<file path="src/design/tabpc_ram.sv">
// Generic single-port-write, single-port-read RAM with registered read data.
// Used for the kept and pending block tables; no dependencies.
module tabpc_ram #(
  parameter int Width = 8,
  parameter int Depth = 16,
  parameter int AddrW = (Depth > 1) ? $clog2(Depth) : 1
) (
  input  logic             clk_i,
  input  logic             we_i,
  input  logic [AddrW-1:0] waddr_i,
  input  logic [Width-1:0] wdata_i,
  input  logic [AddrW-1:0] raddr_i,
  output logic [Width-1:0] rdata_o
);

  logic [Width-1:0] mem_q [Depth];

  // Write port and registered read port.
  always_ff @(posedge clk_i) begin
    if (we_i) begin
      mem_q[waddr_i] <= wdata_i;
    end
    rdata_o <= mem_q[raddr_i];
  end

endmodule

</file>
<file path="config.mk">
export PLATFORM = sky130hd
export DESIGN_NAME = tabpc_ram
export DESIGN_NICKNAME = d
export VERILOG_FILES = /design/src/design/tabpc_ram.sv
export SDC_FILE = /design/constraint.sdc
export NUM_CORES = 1
export LEC_CHECK = 0
export ABC_AREA = 0
export BUFFER_PORTS_ARGS = -buffer_cell sky130_fd_sc_hd__buf_4
export CAP_MARGIN = 20
export CELL_PAD_IN_SITES_DETAIL_PLACEMENT = 0
export CELL_PAD_IN_SITES_GLOBAL_PLACEMENT = 1
export CORE_ASPECT_RATIO = 1.75
export CORE_MARGIN = 5
export CORE_UTILIZATION = 48
export DETAILED_ROUTE_END_ITERATION = 12
export PLACE_DENSITY_LB_ADDON = 0.1
export SYNTH_ARGS = -nofsm -noshare
export SYNTH_HDL_FRONTEND = slang
export SYNTH_SLANG_ARGS = --single-unit
</file>
<file path="constraint.sdc">
create_clock -name clk_i -period 2 [get_ports clk_i]
set_input_delay 0.4 -clock clk_i [delete_from_list [all_inputs] [get_ports clk_i]]
set_output_delay 0.4 -clock clk_i [all_outputs]
set_load 0.01 [all_outputs]
</file>
==> results of run 1 <==
[sequential cells by signal (all words and copies together) (netlist names)]
name	count
rdata_o	8
mem_q	128
[metal layers]
metal | GRT usage | vias up
met4 | 0.0522 | 0
met2 | 0.293 | 57
met5 | 0 | -
met3 | 0.0572 | 10
met1 | 0.215 | 1293
li1 | - | 1103
[area by class of cell]
class / instances / area share
Tap cell: 130 / 0.0259
Multi-Input combinational cell: 83 / 0.168
Timing Repair Buffer: 55 / 0.0697
Clock inverter: 15 / 0.0307
Sequential cell: 136 / 0.638
Clock buffer: 17 / 0.0677
[cell usage after synthesis]
| cell | instances | share of area |
|---|---|---|
| mux4_2 | 18 | 0.079 |
| mux4_1 | 14 | 0.071 |
| nand3b_1 | 2 | 0.0029 |
| buf_2 | 3 | 0.0029 |
| clkdlybuf4s25_2 | 3 | 0.0058 |
| dfxtp_1 | 8 | 0.031 |
| and2_1 | 1 | 0.0012 |
| a22oi_1 | 16 | 0.023 |
| edfxtp_1 | 128 | 0.75 |
| nand2b_1 | 2 | 0.0024 |
| or3b_2 | 1 | 0.0017 |
| nor2_1 | 13 | 0.0095 |
| nand2_1 | 9 | 0.0066 |
| nor2b_1 | 1 | 0.0012 |
| buf_4 | 1 | 0.0015 |
| nand3_1 | 1 | 0.00097 |
| and2b_1 | 1 | 0.0015 |
| nor3_1 | 4 | 0.0039 |
| buf_6 | 3 | 0.0066 |
[path summary, 6_finish.rpt]
check,slack (ps),from,to
worst min register to register,660,mem_q[14][3],rdata_o[3]
worst max-delay path,510,raddr_i[0],rdata_o[4]
worst min-delay path,290,wdata_i[3],mem_q[1][3]
worst max register to register,570,mem_q[1][0],rdata_o[0]
[through the flow]
stage	util	instance area [µm²]	power [µW]
finish	0.590	6280	6710
global route	0.590	6280	6950
CTS	0.590	6280	6760
detailed placement	0.532	5660	3600
global placement	0.532	5660	3600
floorplan	-	5150	3430
[power by group]
group          internal (µW)  switching (µW)
clock network           1990            1190
registers               3190            19.6
logic                    157             173
total                   5330            1380
[critical path: stages]
cell and delay, ps:
buf_4 190, buf_12 210, buf_4 140, mux4_2 500, a22oi_1 240, nand2_1 70
[kinds of logic after synthesis]
family | after synthesis | share of synthesized area
flip-flops | 136 | 0.778
AND/OR/NAND/NOR | 35 | 0.0318
multiplexers | 32 | 0.150
AO/OA/AOI/OAI | 16 | 0.0233
buffers and inverters | 10 | 0.0168
==> impl_metrics.env, run 1 <==
export IMPL_regArea_um2=4000
export IMPL_route_met2_wl_um=5590
export IMPL_hold_ws_ps=291
export IMPL_numPortBuffers=25
export IMPL_place_ws_ps=108
export IMPL_hold_class="in -> reg"
export IMPL_yosysWarnings=0
export IMPL_ys_ff_latch=136
export IMPL_row_count=50
export IMPL_synthCells=229
export IMPL_critical_path_class="in -> reg"
export IMPL_cp_required_ps=2290
export IMPL_syn_to_final_growth_pct=22.0
export IMPL_fp_dieArea_um2=13000
export IMPL_vias=2463
export IMPL_cts_htree_levels=4
export IMPL_drtIter0Drc=170
export IMPL_final_cell_mix="edfxtp_1 (128), buf_4 (53), mux4_2 (18), clkbuf_16 (17), a22oi_1 (16)"
export IMPL_nets=311
export IMPL_routed_wl_met3_um=382
export IMPL_synth_cell_types=19
export IMPL_clock_skew_ps=6.34
export IMPL_grt_pass1_vias=2617
export IMPL_drv_slew=0
export IMPL_end_kind="flop"
export IMPL_grt_total_usage=0.175
export IMPL_max_freq_mhz=673
export IMPL_grt_pass1_wl_um=15600
export IMPL_fillers=791
export IMPL_cts_buffers=17
export IMPL_wire_per_inst_um=23.2
export IMPL_final_common_cell="edfxtp_1"
export IMPL_root_buffer="clkbuf_16"
export IMPL_slew_headroom=0.726
export IMPL_drc=0
export IMPL_finalSetupViolCount=0
export IMPL_tightest_slew_ps=411
export IMPL_ios=26
export IMPL_critPathArrivalTime_ps=1770
export IMPL_tns_ps=0
export IMPL_grt_ovfl_total=0
export IMPL_reg2reg_depth=3
export IMPL_dieHeight_um=147
export IMPL_fin_crit_ps=1490
export IMPL_cp_max_fo=17
export IMPL_drive_gt1_frac=0.346
export IMPL_cp_start_kind="input pin"
export IMPL_gp_congestion=0.755
export IMPL_clock_sinks=136
export IMPL_clkLatencyLatePin_ps=410
export IMPL_dr_pass1_iters=5
export IMPL_hpwlAfterDp_um=6910
export IMPL_status="finished clean"
export IMPL_drt_met1_wl_um=4020
export IMPL_syn_nets=247
export IMPL_numPlacedInstances=404
export IMPL_multiInputGateArea_um2=1060
export IMPL_fin_crit_sh=0.743
export IMPL_coreArea_um2=10600
export IMPL_synth_seq_area_share=0.778
export IMPL_maxCapViolations=0
export IMPL_finalHoldViolations=0
export IMPL_grt_max_degree=18
export IMPL_syn_area_per_cell_um2=22.5
export IMPL_initial_core_util=0.484
export IMPL_postRouteAntennaNets=0
export IMPL_postCtsSetupBuffers=0
export IMPL_num_antenna_cells=0
export IMPL_cts_resized=0
export IMPL_layoutNonFillerInstCount=436
export IMPL_setup_slack_ps=515
export IMPL_synth_area_um2=5150
export IMPL_clk_path_buf_depth=2
export IMPL_leakagePower_uw=0.00217
export IMPL_antenna_found_initial=0
export IMPL_min_path_cells=1
export IMPL_ir_drop_mv=0.693
export IMPL_cts_tree="built"
export IMPL_highest_layer="met4"
export IMPL_avgViaCountPerCell=5.65
export IMPL_wirelength_um=10100
export IMPL_rsz0062_at_grt="false"
export IMPL_die_w_um=88.3
export IMPL_cts_hold_buf=0
export IMPL_powerDensity_nw_per_um2=1070
export IMPL_clk_pin_slew_worst_paths_ps=60
Power figures use the tool's default switching activity.
==> inputs of run 2 (changes only) <==
Settings changed: CORE_UTILIZATION 48 to 53.
Clock period 2 ns to 1.4 ns, I/O delays scaled along.
==> run 2 against run 1 <==
Clock-buffer cell count grew 6. Die area shrank 8.6%. Clock skew is essentially flat. Clock power grew 38%. Register-to-register slack lost 480 ps. Hold slack lost 110 ps. Flip-flop and latch count is the same. Core utilization grew 8.0 points. Routed wire length shrank 0.36%. Non-clock buffer count grew 6. Power grew 41%. Largest cell class unchanged.
==> impl_metrics.env, run 2 (synthesized netlist as in run 1, its figures left out) <==
export IMPL_syn_to_final_growth_pct=23.4
export IMPL_die_w_um=84.5
export IMPL_root_buffer="clkbuf_16"
export IMPL_final_cell_mix="edfxtp_1 (128), buf_4 (57), mux4_2 (18), clkbuf_16 (17), a22oi_1 (15)"
export IMPL_reg2reg_from="mem_q[0][3]"
export IMPL_fin_crit_ps=1310
export IMPL_dieHeight_um=140
export IMPL_cts_htree_levels=4
export IMPL_slowest_stage="mux4_1"
export IMPL_ios=26
export IMPL_clock_sinks=136
export IMPL_fin_crit_sh=0.936
export IMPL_grt_ovfl_total=0
export IMPL_num_antenna_cells=0
export IMPL_min_path_cells=1
export IMPL_largest_reg_flops=128
export IMPL_rr_endpoint="rdata_o[3]"
export IMPL_drive_gt1_frac=0.365
export IMPL_fillers=639
export IMPL_layoutNonFillerInstCount=434
export IMPL_p_total_uw=9470
export IMPL_critical_path_class="reg -> reg"
export IMPL_largest_register="mem_q"
export IMPL_grt_pass1_vias=2679
export IMPL_drc=0
export IMPL_numPortBuffers=25
export IMPL_drtIter0Drc=192
export IMPL_worstHoldEndpoint="mem_q[2][6]"
export IMPL_clkLatencyLatePin_ps=410
export IMPL_tightest_slew_ps=759
export IMPL_clk_path_buf_depth=2
export IMPL_leakagePower_uw=0.00222
export IMPL_cts_buffers=17
export IMPL_finalSetupViolCount=0
export IMPL_worstPathCellList="mux4_1 -> a22oi_1 -> nand2_1"
export IMPL_reg_largest_list="mem_q (128), rdata_o (8)"
export IMPL_status="finished clean"
export IMPL_cp_slowest_stage_delay_ps=520
export IMPL_avgViaCountPerCell=5.74
export IMPL_nets=317
export IMPL_ir_drop_mv=1.05
export IMPL_cp_required_ps=1690
export IMPL_row_count=47
export IMPL_place_ws_ps=-264
export IMPL_initial_core_util=0.544
export IMPL_reg2reg_depth=3
export IMPL_gp_congestion=0.725
export IMPL_clock_skew_ps=5.99
export IMPL_postRouteAntennaNets=0
export IMPL_coreArea_um2=9470
export IMPL_rsz0062_at_grt="false"
export IMPL_grt_total_usage=0.186
export IMPL_hpwlAfterDp_um=6740
export IMPL_wirelength_um=10100
export IMPL_setup_slack_ps=89.6
export IMPL_hold_ws_ps=177
export IMPL_end_kind="flop"
export IMPL_grt_max_degree=21
export IMPL_numPlacedInstances=402
export IMPL_clk_pin_slew_worst_paths_ps=60
export IMPL_critPathArrivalTime_ps=1600
export IMPL_tns_ps=0
export IMPL_rrSetupSlack_ps=90
export IMPL_powerDensity_nw_per_um2=1490
export IMPL_finalHoldViolations=0
export IMPL_dr_pass1_iters=4
export IMPL_hold_class="in -> reg"
export IMPL_final_common_cell="edfxtp_1"
export IMPL_antenna_found_initial=0
export IMPL_slew_headroom=0.493
export IMPL_drv_slew=0
export IMPL_grt_pass1_wl_um=15700
export IMPL_cp_max_fo=1
export IMPL_vias=2493
export IMPL_cp_start_kind="flop"
export IMPL_maxCapViolations=0
export IMPL_hold_start="wdata_i[6]"
export IMPL_max_freq_mhz=763
export IMPL_wire_per_inst_um=23.2
export IMPL_fp_dieArea_um2=11900
export IMPL_cts_tree="built"
[run 2: cell count changes in the layout (fill, tap and decap cells not counted), sizes merged]
cell | before | now
inv | 5 | 0
buf | 55 | 61
clkbuf | 17 | 23
clkinv | 3 | 5
clkinvlp | 4 | 1
[run 2: report_power, final]
part	switching (µW)	leakage, µW	internal, µW	total (µW)
logic	258	0.000704	243	501
clock network	1510	0.000289	2880	4390
registers	27.1	0.00122	4550	4580
total	1790	0.00222	7680	9470
[run 2: critical path: cells and delay by family, from the launching register on]
| family | cells | cell delay [ps] |
|---|---|---|
| muxes | 1 | 520 |
| DFF | 1 | 350 |
| AOI/OAI and AO/OA | 1 | 220 |
| and+or+nand+nor | 1 | 90 |
[run 2: how the worst max path moves through the flow]
stage | slack, ps | endpoint | cells past startpoint | from
6_report | 90 | rdata_o[3] | 3 | mem_q[0][3]
3_3_place_gp | -270 | rdata_o[3] | 5 | raddr_i[0]
3_5_place_dp | -260 | rdata_o[3] | 5 | raddr_i[0]
4_1_cts | 50 | rdata_o[1] | 3 | mem_q[1][1]
5_1_grt | 20 | rdata_o[1] | 3 | mem_q[1][1]
2_1_floorplan | -20 | rdata_o[1] | 5 | raddr_i[0]
[run 2: layout make-up]
cell class              instances  area [µm²]  area share
clock buffers                  23         468      0.0737
clock inverters                 9         125      0.0197
multi-input cells              83        1090       0.172
flip-flops and latches        136        4000       0.630
well taps                     122         153      0.0240
repair buffers                 61         508      0.0800
[run 2: what timing repair did]
item | in CTS | in global routing
hold buffers | 0 | 0
setup buffers | 0 | 0
setup endpoints to repair | 0 | 1
resized for setup | 0 | 1
[run 2: per-stage QoR]
step / utilization / instance area, µm²
floorplan: - / 5190
global placement: 0.608 / 5750
detailed placement: 0.608 / 5750
CTS: 0.670 / 6350
global route: 0.671 / 6350
finish: 0.671 / 6350
[run 2: routing by layer]
metal / global-route usage / part of all wire / vias to the layer above
met3: 0.0523 / 0.047 / 12
met1: 0.234 / 0.40 / 1302
met2: 0.311 / 0.54 / 69
met4: 0.0617 / 0.014 / 0
li1: - / - / 1110
met5: 0 / 0 / -
==> inputs of run 3 (changes only) <==
Clock period 1.4 ns to 1.35 ns, I/O delays scaled along.
==> run 3 against run 2 <==
First-iteration DRC count shrank 15%. Largest cell class unchanged. Clock power shrank 9.8%. Final cell count shrank 0.46%. Non-clock buffer count shrank 2. Core utilization shrank 1.0 points. Power shrank 2.5%. Via count shrank 1.5%. Maximum frequency grew 1.0%. Die area is the same.
==> impl_metrics.env, run 3 (synthesized netlist as in run 1, its figures left out) <==
export IMPL_design_area_um2=6250
export IMPL_tightest_slew_ps=785
export IMPL_drc=0
export IMPL_nets=315
export IMPL_end_kind="flop"
export IMPL_cts_htree_levels=4
export IMPL_status="finished clean"
export IMPL_grt_ovfl_total=0
export IMPL_largest_register="mem_q"
export IMPL_clock_skew_ps=5.31
export IMPL_antenna_found_initial=0
export IMPL_dieHeight_um=140
export IMPL_final_cell_mix="edfxtp_1 (128), buf_4 (56), mux4_2 (23), clkbuf_16 (17), a22oi_1 (11)"
export IMPL_dr_pass1_iters=5
export IMPL_hpwlAfterDp_um=6560
export IMPL_powerDensity_nw_per_um2=1480
export IMPL_cts_buffers=17
export IMPL_postCtsSetupBuffers=0
export IMPL_vias=2455
export IMPL_reg2reg_from="mem_q[5][2]"
export IMPL_finalHoldViolations=0
export IMPL_reg_largest_list="mem_q (128), rdata_o (8)"
export IMPL_coreArea_um2=9470
export IMPL_die_w_um=84.5
export IMPL_fillers=637
export IMPL_root_buffer="clkbuf_16"
export IMPL_critical_path_class="reg -> reg"
export IMPL_grt_total_usage=0.175
export IMPL_clock_sinks=136
export IMPL_avgViaCountPerCell=5.68
export IMPL_rsz0062_at_grt="false"
export IMPL_hold_class="in -> reg"
export IMPL_tns_ps=0
export IMPL_crit_path_end="rdata_o[2]"
export IMPL_grt_pass1_wl_um=14700
export IMPL_maxCapViolations=0
export IMPL_p_total_uw=9230
export IMPL_cts_tree="built"
export IMPL_clk_pin_slew_worst_paths_ps=50
export IMPL_drive_gt1_frac=0.384
export IMPL_final_common_cell="edfxtp_1"
export IMPL_cp_required_ps=1630
export IMPL_max_freq_mhz=771
export IMPL_leakagePower_uw=0.00215
export IMPL_fin_crit_ps=1300
export IMPL_grt_max_degree=21
export IMPL_fp_dieArea_um2=11900
export IMPL_postRouteAntennaNets=0
export IMPL_drtIter0Drc=164
export IMPL_finalSetupViolCount=0
export IMPL_drv_slew=0
export IMPL_place_ws_ps=-298
export IMPL_syn_to_final_growth_pct=21.5
export IMPL_critPathArrivalTime_ps=1580
export IMPL_wire_per_inst_um=21.9
export IMPL_numPortBuffers=25
export IMPL_grt_pass1_vias=2619
export IMPL_clkLatencyLatePin_ps=400
export IMPL_row_count=47
export IMPL_startpoint="mem_q[5][2]"
export IMPL_rr_endpoint="rdata_o[2]"
export IMPL_rrSetupSlack_ps=50
export IMPL_slew_headroom=0.475
export IMPL_ir_drop_mv=1.14
export IMPL_ios=26
export IMPL_gp_congestion=0.737
export IMPL_largest_reg_flops=128
export IMPL_wirelength_um=9460
export IMPL_fin_crit_sh=0.961
export IMPL_dpl_cell_area_um2=5720
export IMPL_cp_max_fo=1
export IMPL_setup_slack_ps=52.8
export IMPL_reg2reg_depth=3
export IMPL_hold_ws_ps=171
export IMPL_initial_core_util=0.544
export IMPL_num_antenna_cells=0
export IMPL_cp_start_kind="flop"
export IMPL_clk_path_buf_depth=2
## run 3: changes by cell type in the layout (fill, tap and decap cells not counted), moves of 3 or more
cell / change
a22oi_1: -4
a22oi_2: +4
bufinv_16: -3
clkbuf_1: +4
mux4_1: -5
mux4_2: +5
## run 3: worst min-delay path by stage
stage / from / to / slack (ps) / cells after the start
finish: wdata_i[1] / mem_q[1][1] / 170 / 1
global route: wdata_i[1] / mem_q[1][1] / 170 / 1
floorplan: wdata_i[0] / mem_q[0][0] / 370 / 0
detailed placement: wdata_i[2] / mem_q[5][2] / 590 / 1
CTS: wdata_i[2] / mem_q[3][2] / 150 / 1
global placement: wdata_i[3] / mem_q[4][3] / 570 / 1
## run 3: cell type report
class,instances,area (µm²),area share
Clock buffer,28,497,0.0794
Clock inverter,4,20.0,0.00320
Multi-Input combinational cell,83,1100,0.176
Sequential cell,136,4000,0.640
Tap cell,122,153,0.0244
Timing Repair Buffer,59,480,0.0768
## run 3: layer usage
layer | share of wire | routed length, µm | up-vias | track usage
li1 | - | - | 1103 | -
met1 | 0.38 | 3600 | 1259 | 0.194
met2 | 0.56 | 5300 | 85 | 0.309
met3 | 0.044 | 415 | 8 | 0.0523
met4 | 0.014 | 136 | 0 | 0.0709
met5 | 0 | 0 | - | 0
## run 3: repair_timing
| item | in CTS | in global routing |
|---|---|---|
| hold buffers | 0 | 0 |
| gates resized for setup | 1 | 5 |
| pin swaps | 0 | 1 |
| setup endpoints to repair | 1 | 5 |
## run 3: critical path, stage by stage, from the launching register on
cell and delay, ps:
edfxtp_1 360, mux4_1 550, a22oi_2 180, nand2_1 90
## run 3: per-stage QoR
step                      instances   util
after global routing            432  0.661
final                           432  0.661
after global placement          400  0.604
after detailed placement        400  0.604
after CTS                       432  0.659
after floorplan                 229      -
## run 3: report_power, final
group / internal [µW] / switching, µW
sequential: 4730 / 25.3
clock: 2480 / 1480
combinational: 249 / 266
